<file path="src/rtl/clm_pkg.sv">
package clm_pkg;

	typedef enum logic [1:0] {
		CMD_INS_TAIL = 2'd0,
		CMD_INS_HEAD = 2'd1,
		CMD_DELETE   = 2'd2,
		CMD_LIST     = 2'd3
	} cmd_t;

	typedef enum logic [1:0] {
		ST_DONE     = 2'd0,
		ST_EMPTY    = 2'd1,
		ST_NOTFOUND = 2'd2,
		ST_FULL     = 2'd3
	} status_t;

	// Controller to datapath
	typedef struct packed {
		logic    accept;       // latch the incoming value, read the free-slot stack
		logic    rd_head;      // read the head entry, restart the walk
		logic    advance;      // read the next entry, step the walk
		logic    ins_wr;       // write value and link of the new slot
		logic    ins_link;     // link the old tail, update head/tail/count
		logic    ins_at_head;
		logic    del_remove;   // unlink the current entry
		logic    out_load;
		status_t out_status;
		logic    out_zero;
		logic    out_from_mem;
		logic    out_last;
	} dp_cmd_t;

	// Datapath to controller
	typedef struct packed {
		logic empty;
		logic full;
		logic hit;
		logic last_entry;
		logic out_free;
	} dp_stat_t;

endpackage

</file>
<file path="src/rtl/clm_dp.sv">
module clm_dp #(
	parameter int CAPACITY = 16
) (
	input  logic                  clk,
	input  logic                  arst_n,
	input  logic signed [31:0]    value,
	input  clm_pkg::dp_cmd_t      dcmd,
	output clm_pkg::dp_stat_t     stat,
	input  logic                  out_stall,
	output logic                  out_valid,
	output logic [1:0]            status,
	output logic signed [31:0]    item_value,
	output logic                  last
);

	localparam int SW = $clog2(CAPACITY);
	localparam int CW = $clog2(CAPACITY + 1);
	localparam logic [CW-1:0] CAP_C = CW'(CAPACITY);

	logic [31:0]   mem_val  [CAPACITY];
	logic [SW-1:0] mem_link [CAPACITY];
	logic [SW-1:0] mem_free [CAPACITY];

	logic [SW-1:0] head_q, tail_q, cur_q, prev_q, slot_q;
	logic [SW-1:0] link_rd_q, free_rd_q;
	logic [31:0]   val_rd_q, key_q;
	logic [CW-1:0] count_q, fresh_q, top_q, steps_q;

	logic          out_valid_q, out_last_q;
	logic [1:0]    out_status_q;
	logic [31:0]   out_value_q;

	logic          use_fresh, rd_en, link_we, steps_zero;
	logic [SW-1:0] new_slot, rd_addr, pop_addr, link_wa, link_wd;
	logic [CW-1:0] steps_inc, top_dec;

	assign use_fresh  = (fresh_q != CAP_C);
	assign new_slot   = use_fresh ? fresh_q[SW-1:0] : free_rd_q;
	assign steps_inc  = steps_q + CW'(1);
	assign steps_zero = (steps_q == '0);
	assign top_dec    = top_q - CW'(1);
	assign pop_addr   = top_dec[SW-1:0];
	assign rd_en      = dcmd.rd_head | dcmd.advance;
	assign rd_addr    = dcmd.rd_head ? head_q : link_rd_q;

	assign stat.empty      = (count_q == '0);
	assign stat.full       = (count_q == CAP_C);
	assign stat.hit        = (val_rd_q == key_q);
	assign stat.last_entry = (steps_inc == count_q);
	assign stat.out_free   = !out_valid_q || !out_stall;

	// one write port on the link store, shared by insert and delete
	always_comb begin
		link_we = 1'b0;
		link_wa = tail_q;
		link_wd = link_rd_q;
		if (dcmd.ins_wr) begin
			link_we = 1'b1;
			link_wa = new_slot;
			link_wd = stat.empty ? new_slot : head_q;
		end else if (dcmd.ins_link) begin
			link_we = !stat.empty;
			link_wa = tail_q;
			link_wd = slot_q;
		end else if (dcmd.del_remove) begin
			if (steps_zero) begin
				link_we = (count_q != CW'(1));
				link_wa = tail_q;
			end else begin
				link_we = 1'b1;
				link_wa = prev_q;
			end
			link_wd = link_rd_q;
		end
	end

	always_ff @(posedge clk) begin
		if (dcmd.ins_wr) begin
			mem_val[new_slot] <= key_q;
		end
		if (rd_en) begin
			val_rd_q <= mem_val[rd_addr];
		end
	end

	always_ff @(posedge clk) begin
		if (link_we) begin
			mem_link[link_wa] <= link_wd;
		end
		if (rd_en) begin
			link_rd_q <= mem_link[rd_addr];
		end
	end

	always_ff @(posedge clk) begin
		if (dcmd.del_remove) begin
			mem_free[top_q[SW-1:0]] <= cur_q;
		end
		if (dcmd.accept) begin
			free_rd_q <= mem_free[pop_addr];
		end
	end

	always_ff @(posedge clk) begin
		if (dcmd.accept) begin
			key_q <= value;
		end
		if (dcmd.rd_head) begin
			cur_q   <= head_q;
			steps_q <= '0;
		end else if (dcmd.advance) begin
			prev_q  <= cur_q;
			cur_q   <= link_rd_q;
			steps_q <= steps_inc;
		end
		if (dcmd.ins_wr) begin
			slot_q <= new_slot;
		end
	end

	always_ff @(posedge clk or negedge arst_n) begin
		if (!arst_n) begin
			head_q  <= '0;
			tail_q  <= '0;
			count_q <= '0;
			fresh_q <= '0;
			top_q   <= '0;
		end else begin
			if (dcmd.ins_wr) begin
				if (use_fresh) begin
					fresh_q <= fresh_q + CW'(1);
				end else begin
					top_q <= top_dec;
				end
			end
			if (dcmd.ins_link) begin
				count_q <= count_q + CW'(1);
				if (stat.empty) begin
					head_q <= slot_q;
					tail_q <= slot_q;
				end else if (dcmd.ins_at_head) begin
					head_q <= slot_q;
				end else begin
					tail_q <= slot_q;
				end
			end
			if (dcmd.del_remove) begin
				top_q   <= top_q + CW'(1);
				count_q <= count_q - CW'(1);
				if (steps_zero) begin
					if (count_q == CW'(1)) begin
						head_q <= '0;
						tail_q <= '0;
					end else begin
						head_q <= link_rd_q;
					end
				end else if (cur_q == tail_q) begin
					tail_q <= prev_q;
				end
			end
		end
	end

	always_ff @(posedge clk or negedge arst_n) begin
		if (!arst_n) begin
			out_valid_q <= 1'b0;
		end else if (dcmd.out_load) begin
			out_valid_q <= 1'b1;
		end else if (!out_stall) begin
			out_valid_q <= 1'b0;
		end
	end

	always_ff @(posedge clk) begin
		if (dcmd.out_load) begin
			out_status_q <= dcmd.out_status;
			out_last_q   <= dcmd.out_last;
			if (dcmd.out_from_mem) begin
				out_value_q <= val_rd_q;
			end else if (dcmd.out_zero) begin
				out_value_q <= '0;
			end else begin
				out_value_q <= key_q;
			end
		end
	end

	assign out_valid  = out_valid_q;
	assign status     = out_status_q;
	assign item_value = out_value_q;
	assign last       = out_last_q;

endmodule

</file>
<file path="src/rtl/clm_ctrl.sv">
module clm_ctrl (
	input  logic               clk,
	input  logic               arst_n,
	input  logic               in_valid,
	output logic               in_stall,
	input  logic [1:0]         cmd,
	input  clm_pkg::dp_stat_t  stat,
	output clm_pkg::dp_cmd_t   dcmd
);

	typedef enum logic [5:0] {
		S_IDLE = 6'b000001,
		S_INS  = 6'b000010,
		S_LINK = 6'b000100,
		S_DEL  = 6'b001000,
		S_LST  = 6'b010000,
		S_RESP = 6'b100000
	} state_t;

	state_t            state_q, state_d;
	clm_pkg::status_t  resp_q, resp_d;
	logic              zero_q, zero_d;
	logic              at_head_q, at_head_d;
	clm_pkg::cmd_t     cmd_e;

	assign cmd_e    = clm_pkg::cmd_t'(cmd);
	assign in_stall = (state_q != S_IDLE);

	always_comb begin
		state_d   = state_q;
		resp_d    = resp_q;
		zero_d    = zero_q;
		at_head_d = at_head_q;

		dcmd              = '0;
		dcmd.ins_at_head  = at_head_q;
		dcmd.out_status   = resp_q;
		dcmd.out_zero     = zero_q;
		dcmd.out_last     = 1'b1;

		unique case (state_q)
			S_IDLE: begin
				if (in_valid) begin
					dcmd.accept = 1'b1;
					zero_d      = 1'b0;
					unique case (cmd_e) inside
						clm_pkg::CMD_INS_TAIL, clm_pkg::CMD_INS_HEAD: begin
							at_head_d = (cmd_e == clm_pkg::CMD_INS_HEAD);
							if (stat.full) begin
								resp_d  = clm_pkg::ST_FULL;
								state_d = S_RESP;
							end else begin
								state_d = S_INS;
							end
						end
						clm_pkg::CMD_DELETE: begin
							if (stat.empty) begin
								resp_d  = clm_pkg::ST_EMPTY;
								state_d = S_RESP;
							end else begin
								dcmd.rd_head = 1'b1;
								state_d      = S_DEL;
							end
						end
						clm_pkg::CMD_LIST: begin
							if (stat.empty) begin
								resp_d  = clm_pkg::ST_EMPTY;
								zero_d  = 1'b1;
								state_d = S_RESP;
							end else begin
								dcmd.rd_head = 1'b1;
								state_d      = S_LST;
							end
						end
						default: state_d = S_IDLE;
					endcase
				end
			end
			S_INS: begin
				dcmd.ins_wr = 1'b1;
				state_d     = S_LINK;
			end
			S_LINK: begin
				dcmd.ins_link = 1'b1;
				resp_d        = clm_pkg::ST_DONE;
				state_d       = S_RESP;
			end
			S_DEL: begin
				if (stat.hit) begin
					dcmd.del_remove = 1'b1;
					resp_d          = clm_pkg::ST_DONE;
					state_d         = S_RESP;
				end else if (stat.last_entry) begin
					resp_d  = clm_pkg::ST_NOTFOUND;
					state_d = S_RESP;
				end else begin
					dcmd.advance = 1'b1;
				end
			end
			S_LST: begin
				if (stat.out_free) begin
					dcmd.out_load     = 1'b1;
					dcmd.out_status   = clm_pkg::ST_DONE;
					dcmd.out_zero     = 1'b0;
					dcmd.out_from_mem = 1'b1;
					dcmd.out_last     = stat.last_entry;
					if (stat.last_entry) begin
						state_d = S_IDLE;
					end else begin
						dcmd.advance = 1'b1;
					end
				end
			end
			S_RESP: begin
				if (stat.out_free) begin
					dcmd.out_load = 1'b1;
					state_d       = S_IDLE;
				end
			end
			default: state_d = S_IDLE;
		endcase
	end

	always_ff @(posedge clk or negedge arst_n) begin
		if (!arst_n) begin
			state_q   <= S_IDLE;
			resp_q    <= clm_pkg::ST_DONE;
			zero_q    <= 1'b0;
			at_head_q <= 1'b0;
		end else begin
			state_q   <= state_d;
			resp_q    <= resp_d;
			zero_q    <= zero_d;
			at_head_q <= at_head_d;
		end
	end

endmodule

</file>
<file path="src/rtl/circular_list_manager_top.sv">
// Channel  Handshake            Payload
// in       in_valid / in_stall  cmd[1:0], value[31:0] signed
// out      out_valid / out_stall status[1:0], item_value[31:0] signed, last
//
// Steps: insert passes S_INS and S_LINK, then S_RESP loads the result register;
// delete reads the head, then walks one entry per cycle up to a hit or the last
// entry; a listing gives one result per cycle after a head read, unless out_stall
// holds it. The walk is set by the registered read of the value/link stores.
// Reset: arst_n clears the controller, head, tail, count and free-slot
// bookkeeping at once; no clearing pass, slots are first handed out in order.
// Stalls: out_stall holds the result register and pauses a listing walk;
// in_stall is high while a command is in work.
module circular_list_manager_top #(
	parameter int CAPACITY = 16
) (
	input  logic               clk,
	input  logic               arst_n,
	input  logic               in_valid,
	output logic               in_stall,
	input  logic [1:0]         cmd,
	input  logic signed [31:0] value,
	output logic               out_valid,
	input  logic               out_stall,
	output logic [1:0]         status,
	output logic signed [31:0] item_value,
	output logic               last
);

	clm_pkg::dp_cmd_t  dcmd;
	clm_pkg::dp_stat_t stat;

	// Sequence each command: decode, walk, and hand results to the output register.
	clm_ctrl u_ctrl (
		.clk      (clk),
		.arst_n   (arst_n),
		.in_valid (in_valid),
		.in_stall (in_stall),
		.cmd      (cmd),
		.stat     (stat),
		.dcmd     (dcmd)
	);

	// Hold the slot stores, the free-slot stack, the list pointers and the
	// result register.
	clm_dp #(
		.CAPACITY (CAPACITY)
	) u_dp (
		.clk        (clk),
		.arst_n     (arst_n),
		.value      (value),
		.dcmd       (dcmd),
		.stat       (stat),
		.out_stall  (out_stall),
		.out_valid  (out_valid),
		.status     (status),
		.item_value (item_value),
		.last       (last)
	);

endmodule
</file>
<file path="config.mk">
export PLATFORM = sky130hd
export DESIGN_NAME = circular_list_manager_top
export DESIGN_NICKNAME = d
export VERILOG_FILES = /design/src/rtl/clm_pkg.sv /design/src/rtl/clm_dp.sv /design/src/rtl/clm_ctrl.sv /design/src/rtl/circular_list_manager_top.sv
export SDC_FILE = /design/constraint.sdc
export NUM_CORES = 1
export LEC_CHECK = 0
export ABC_AREA = 1
export BUFFER_PORTS_ARGS = -buffer_cell sky130_fd_sc_hd__buf_2
export CORE_MARGIN = 5
export CORE_UTILIZATION = 50
export DETAILED_ROUTE_END_ITERATION = 16
export PLACE_DENSITY = 0.66
export SKIP_CTS_REPAIR_TIMING = 1
export SLEW_MARGIN = 20
export SYNTH_ARGS = -nofsm -noshare
export SYNTH_HDL_FRONTEND = slang
export SYNTH_HIERARCHICAL = 1
export SYNTH_SLANG_ARGS = --single-unit
</file>
<file path="constraint.sdc">
create_clock -name clk -period 6.47 [get_ports clk]
set_input_delay 1.6175 -clock clk [delete_from_list [all_inputs] [get_ports clk]]
set_output_delay 1.6175 -clock clk [all_outputs]
set_load 0.02 [all_outputs]
</file>
==> results of run 1 <==
==> synth_stat cells (3+ instances only) <==
library cell	instances	share of area [%]
a21oi_1	21	0.31
a22oi_1	4	0.087
buf_2	103	1.5
buf_4	11	0.24
clkbuf_1	22	0.24
dfrtp_1	32	2.3
dfxtp_1	5	0.29
edfxtp_1	759	66
ha_1	13	0.47
inv_1	411	4.5
inv_2	4	0.044
inv_4	3	0.055
nand2_1	1083	12
nand2_2	7	0.13
nand3_1	409	6.0
nand4_1	13	0.24
nor2_1	145	1.6
nor2_4	4	0.13
nor3_1	13	0.19
o211ai_1	16	0.35
o21ai_0	76	1.1
o21ai_1	5	0.073
o21ai_2	3	0.076
o22ai_1	14	0.25
xnor2_1	25	0.64
xor2_1	17	0.43
==> metal layers <==
metal / vias to the layer above / share of wire [%] / GRT usage (%)
met4: 2 / 3.5 / 8.753
met5: - / 0.024 / 0
met1: 11010 / 41 / 30.68
li1: 10820 / - / -
met2: 945 / 47 / 37.04
met3: 169 / 8.1 / 3.726
==> path summary, 6_finish.rpt <==
check | slack, ps | endpoint | depth (start not counted)
max | 1280 | u_dp/val_rd_q[14] | 14
min | 480 | u_dp/count_q[4] | 1
max reg2reg | 1280 | u_dp/val_rd_q[14] | 14
min reg2reg | 480 | u_dp/count_q[4] | 1
max in group asynchronous | 4900 | u_ctrl/resp_q[0] | 1
min in group asynchronous | 1050 | u_dp/top_q[0] | 1
==> sequential cells by signal, indices dropped and copies added (netlist names), 2 cells and up <==
| signal | cells |
|---|---|
| u_ctrl/resp_q | 2 |
| u_ctrl/state_q | 6 |
| u_dp/count_q | 5 |
| u_dp/cur_q | 4 |
| u_dp/free_rd_q | 4 |
| u_dp/fresh_q | 5 |
| u_dp/head_q | 4 |
| u_dp/item_value | 32 |
| u_dp/key_q | 32 |
| u_dp/link_rd_q | 4 |
| u_dp/mem_free | 64 |
| u_dp/mem_link | 64 |
| u_dp/mem_val | 512 |
| u_dp/prev_q | 4 |
| u_dp/slot_q | 4 |
| u_dp/status | 2 |
| u_dp/steps_q | 5 |
| u_dp/tail_q | 4 |
| u_dp/top_q | 4 |
| u_dp/val_rd_q | 32 |
==> cell families (layout without fill, tap and decap cells) <==
kind of cell    count (synthesis)  in the layout  share of synthesized area (%)
compound gates                142            142                          2.349
xor+xnor                       42             42                          1.071
fa+ha+maj                      13             13                         0.4734
buf+inv                       557            685                          6.645
flops                         797            797                          69.03
simple gates                 1689           1689                          20.43
==> per-stage QoR <==
stage | hold WS (ps) | instances | worst slack (ps) | utilization [%] | power, W
global placement | 458.0 | 4094 | 1244 | 52.09 | 0.009939
finish | 476.5 | 4250 | 1285 | 56.15 | 0.01474
CTS | 477.5 | 4249 | 1494 | 56.11 | 0.01483
detailed placement | 465.2 | 4094 | 1052 | 52.09 | 0.01005
floorplan | 441.6 | 3240 | 611.3 | - | 0.008965
global route | 492.6 | 4250 | 993.1 | 56.15 | 0.01548
==> layout make-up <==
| class | count | area (µm²) |
|---|---|---|
| Inverter | 418 | 1578 |
| Sequential cell | 797 | 23720 |
| Clock buffer | 98 | 2176 |
| Tap cell | 882 | 1104 |
| Timing Repair Buffer | 112 | 713.2 |
| Clock inverter | 57 | 574.3 |
| Multi-Input combinational cell | 1886 | 8513 |
| Fill cell | 5594 | 29970 |
==> power breakdown <==
group | leakage (nW) | total [W] | internal, W | switching (W)
combinational | 7.00 | 0.00317 | 0.000876 | 0.00230
clock | 1.35 | 0.00478 | 0.00282 | 0.00196
sequential | 7.32 | 0.00679 | 0.00637 | 0.000426
==> qor.csv, run 1 <==
stage,metric,value,unit
placement,io_buffers,74,
yosys,synth_cells,3240,
die,die_h,272.2,µm
sta,min_period,5185,ps
cts,clockBufferDepth,3,
sta,period_share,80.14,%
critical_path,worstSetupStartpointType,flip-flop,
route,drtIter0Drc,2359,
cts,root_buffer,clkbuf_16,
critical_path,crit_path_cell_trace,inv_1 > ha_1 > nand3_1 > inv_1 > nor2_1 > inv_1 > nor2_1 > inv_4 > or2_1 > o21ai_4 > buf_4 > clkinv_2 > nand3_1 > nand2_1,
sta,slew_violations,0,
sta,fmax,0.1929,GHz
power,ir_drop,0.2053,mV
global_routing,antenna_found_initial,2,
global_routing,grt_pass1_wl,129700,µm
sta,hold_violations,0,
global_routing,grt-ovfl-total,0,
sta,finalClockSkew,36.10,ps
yosys,ys_seq_elements,797,
sta,rsz0062_at_grt,no,
yosys,synthArstFlopShare,4.141,%
layout,layout_commonest_cell,nand2_1,
route,drc_errors,0,
route,via_count,22940,
placement,gp_congestion,0.8355,
yosys,ys_types,42,
die,core-area,68350,µm²
layout,drive_above_1_share,8.521,%
die,rows,96,
min_path,holdCritPathClass,reg -> reg,
status,status,"finished, final reports clean",
cts,htreeDepth,3,
yosys,syn-cell-area,34360,µm²
critical_path,crit_arrival,5550,ps
cts,cts_buffers,83,
critical_path,path_class,reg -> reg,
route,firstDrtPassIters,6,
critical_path,cpPeakStageDelay,990,ps
die,die_w,272.2,µm
layout,area.growth.synth_to_final,11.68,%
critical_path,crit_fanout,37,
power,leakage,15.67,nW
yosys,synth_fp_nets,3291,
placement,place_area,35600,µm²
layout,diodes,0,
sta,setup_viol,0,
placement,hpwl,44900,µm
layout,final_cell_area,38380,µm²
layout,final_nets,3349,
cts,clk_pin_slew,60,ps
global_routing,grt_pass1_vias,22680,
cts,cts_tree,built,
min_path,hold_start,u_dp/count_q[4],
sta,tightestPinTransition,1089,ps
yosys,avgSynthCellArea,10.61,µm²
critical_path,worstPathBufferInverterCount,6,
sta,setup_tns,0,ps
critical_path,critPathCaptureType,flip-flop,
job,cap_violations,0,
yosys,yosys_most_used_dff,edfxtp_1,
critical_path,worstPathRequired,6830,ps
cts,clkLatencyLatePin,640,ps
cts,cts.sinks,797,
yosys,yosys_warnings,6,
die,ios,75,
sta,maxSlewHeadroom,27.37,%
die,initial_core_util,50.28,%
route,wire_per_inst,19.88,µm
critical_path,crit_start,u_dp/count_q[0],
route,totalWireLength,84500,µm
global_routing,grt_max_degree,168,
critical_path,critPathMostFrequentCell,inv_1,
yosys,synth_seq_area_share,69.03,%
critical_path,cp_top_family,buffers and inverters,
critical_path,r2r-start,u_dp/count_q[0],
route,avgViaCountPerCell,5.398,
power,powerDensity,384.2,nW/µm²
global_routing,grt_usage,22.61,%
critical_path,slowest_stage,clkinv_2,
route,ant_nets,0,
yosys,synth_edf_count,759,
layout,layout_common_cells,"nand2_1 (1082), edfxtp_1 (759), inv_1 (411)",
die,dieArea,74070,µm²
Power figures use the tool's default switching activity.
==> run 2, diff against run 1 <==
--- a/config.mk
+++ b/config.mk
@@ -10,7 +10,7 @@
 export CORE_MARGIN = 5
 export CORE_UTILIZATION = 50
 export DETAILED_ROUTE_END_ITERATION = 16
-export PLACE_DENSITY = 0.66
+export PLACE_DENSITY = 0.68
 export SKIP_CTS_REPAIR_TIMING = 1
 export SLEW_MARGIN = 20
 export SYNTH_ARGS = -nofsm -noshare
==> constraint.sdc (replaced) <==
create_clock -name clk -period 4.35 [get_ports clk]
set_input_delay 1.0875 -clock clk [delete_from_list [all_inputs] [get_ports clk]]
set_output_delay 1.0875 -clock clk [all_outputs]
set_load 0.02 [all_outputs]
==> run 2 against run 1 <==
Compared with the run above:
- critical path depth is 1 higher
- clock power is 46% higher
- first-iteration DRC count shrank 6.2%
- via count is 0.50% lower
- critical path type unchanged
- largest cell class unchanged
==> qor.csv, run 2 (synthesized netlist as in run 1, its figures left out) <==
stage,metric,value,unit
global_routing,grt_pass1_vias,21740,
die,die_w,272.2,µm
route,ant_nets,0,
route,avgViaCountPerCell,5.325,
global_routing,grt-ovfl-total,0,
cts,clkLatencyLatePin,640,ps
route,wire_per_inst,20.05,µm
route,drt-met1-wl,35320,µm
cts,cts_buffers,82,
critical_path,worstSetupStartpointType,flip-flop,
cts,clockBufferDepth,3,
min_path,min_path_cells,1,
layout,layout_commonest_cell,nand2_1,
global_routing,grt_max_degree,145,
layout,layout_common_cells,"nand2_1 (1082), edfxtp_1 (759), inv_1 (411)",
critical_path,worstPathRequired,4630,ps
die,dieArea,74070,µm²
route,totalWireLength,85960,µm
cts,clk_pin_slew,60,ps
layout,final_nets,3391,
route,route.met3.wl,7396,µm
critical_path,slowest_stage,edfxtp_1,
cts,root_buffer,clkbuf_16,
cts,cts.sinks,797,
critical_path,crit_arrival,4290,ps
route,via_count,22830,
critical_path,r2r-start,u_dp/key_q[19],
sta,slew_violations,0,
placement,place_area,36050,µm²
job,cap_violations,0,
critical_path,crit_path_cell_trace,xnor2_1 > nand4_1 > nor2_1 > nand2_1 > nor2_1 > inv_1 > nor2_1 > inv_1 > nor2_4 > nand2_1 > nand2_1 > nand3_1 > nand2_1 > nand3_1 > nor2_1,
sta,maxSlewHeadroom,21.14,%
min_path,holdCritPathClass,reg -> reg,
layout,instances_no_fill,4287,
placement,gp_congestion,0.8632,
critical_path,path_class,reg -> reg,
layout,largest_register,u_dp/mem_val,
layout,fillCellCount,5635,
power,leakage,15.85,nW
critical_path,crit_end,u_dp/mem_link[10][0],
layout,drive_above_1_share,9.427,%
layout,diodes,0,
critical_path,worst_r2r_path_depth,15,
power,ir_drop,0.4977,mV
layout,largest_reg_flops,512,
sta,setup_viol,0,
sta,min_period,4012,ps
die,ios,75,
die,die_h,272.2,µm
sta,hold_violations,0,
sta,setup_tns,0,ps
route,highest_layer,met5,
critical_path,crit_fanout,18,
critical_path,crit_start,u_dp/key_q[19],
route,firstDrtPassIters,6,
sta,rsz0062_at_grt,no,
status,status,"finished, final reports clean",
sta,tightestPinTransition,1181,ps
route,met2_wirelength,40700,µm
critical_path,critPathCaptureType,flip-flop,
cts,htreeDepth,3,
route,drc_errors,0,
sta,finalClockSkew,23.20,ps
placement,io_buffers,74,
sta,fmax,0.2492,GHz
power,powerDensity,568.4,nW/µm²
sta,period_share,92.23,%
global_routing,grt_usage,22.95,%
route,drtIter0Drc,2212,
global_routing,antenna_found_initial,3,
global_routing,grt_pass1_wl,129400,µm
die,initial_core_util,50.28,%
placement,dp.cells,4138,
critical_path,r2r_slack,340,ps
layout,final_cell_area,38720,µm²
die,core-area,68350,µm²
critical_path,timing.rr.end,u_dp/mem_link[10][0],
placement,hpwl,44900,µm
layout,area.growth.synth_to_final,12.68,%
critical_path,cpPeakStageDelay,610,ps
cts,cts_tree,built,
die,rows,96,
-- run 2: cell type report --
cell class | count | area [µm²] | share of cell area [%]
clock buffer | 100 | 2120 | 5.474
sequential | 797 | 23720 | 61.26
inverter | 418 | 1577 | 4.072
multi-input combinational | 1886 | 8522 | 22.01
clock inverter | 49 | 550.5 | 1.422
tap | 882 | 1104 | 2.850
timing repair buffer | 155 | 1129 | 2.915
-- run 2: how the worst min path moves through the flow --
stage                     start               end
6_report        u_dp/count_q[4]   u_dp/count_q[4]
5_1_grt         u_dp/count_q[4]   u_dp/count_q[4]
4_1_cts         u_dp/count_q[4]   u_dp/count_q[4]
3_5_place_dp    u_dp/count_q[4]   u_dp/count_q[4]
3_3_place_gp   u_ctrl/resp_q[1]  u_ctrl/resp_q[1]
2_1_floorplan   u_dp/count_q[4]   u_dp/count_q[4]
-- run 2: metal layers --
layer,up-vias,global-route usage [%]
met4,2,7.685
met2,919,37.78
li1,10890,-
met1,10830,31.19
met5,-,0
met3,185,4.246
-- run 2: critical path: cells and delay by family, from the launching register on --
| kind | cells | cell delay, ps |
|---|---|---|
| and+or+nand+nor | 12 | 2460 |
| xor gates and xnor gates | 1 | 250 |
| DFF | 1 | 610 |
| buffers and inverters | 2 | 330 |
-- run 2: per-stage QoR --
stage               setup slack, ps  hold slack (ps)  total power, W  util, %
floorplan                     337.5            441.6         0.01333        -
CTS                           339.2            469.9         0.02210    56.65
global placement              532.8            456.8         0.01506    52.75
global route                  51.14            494.2         0.02301    56.65
detailed placement            386.4            458.4         0.01513    52.75
finish                        337.9            466.4         0.02201    56.65
-- run 2: report_power, final --
part / switching [W] / internal, W
clock: 0.00294 / 0.00404
combinational: 0.00371 / 0.00144
sequential: 0.000418 / 0.00946
total: 0.00707 / 0.0149
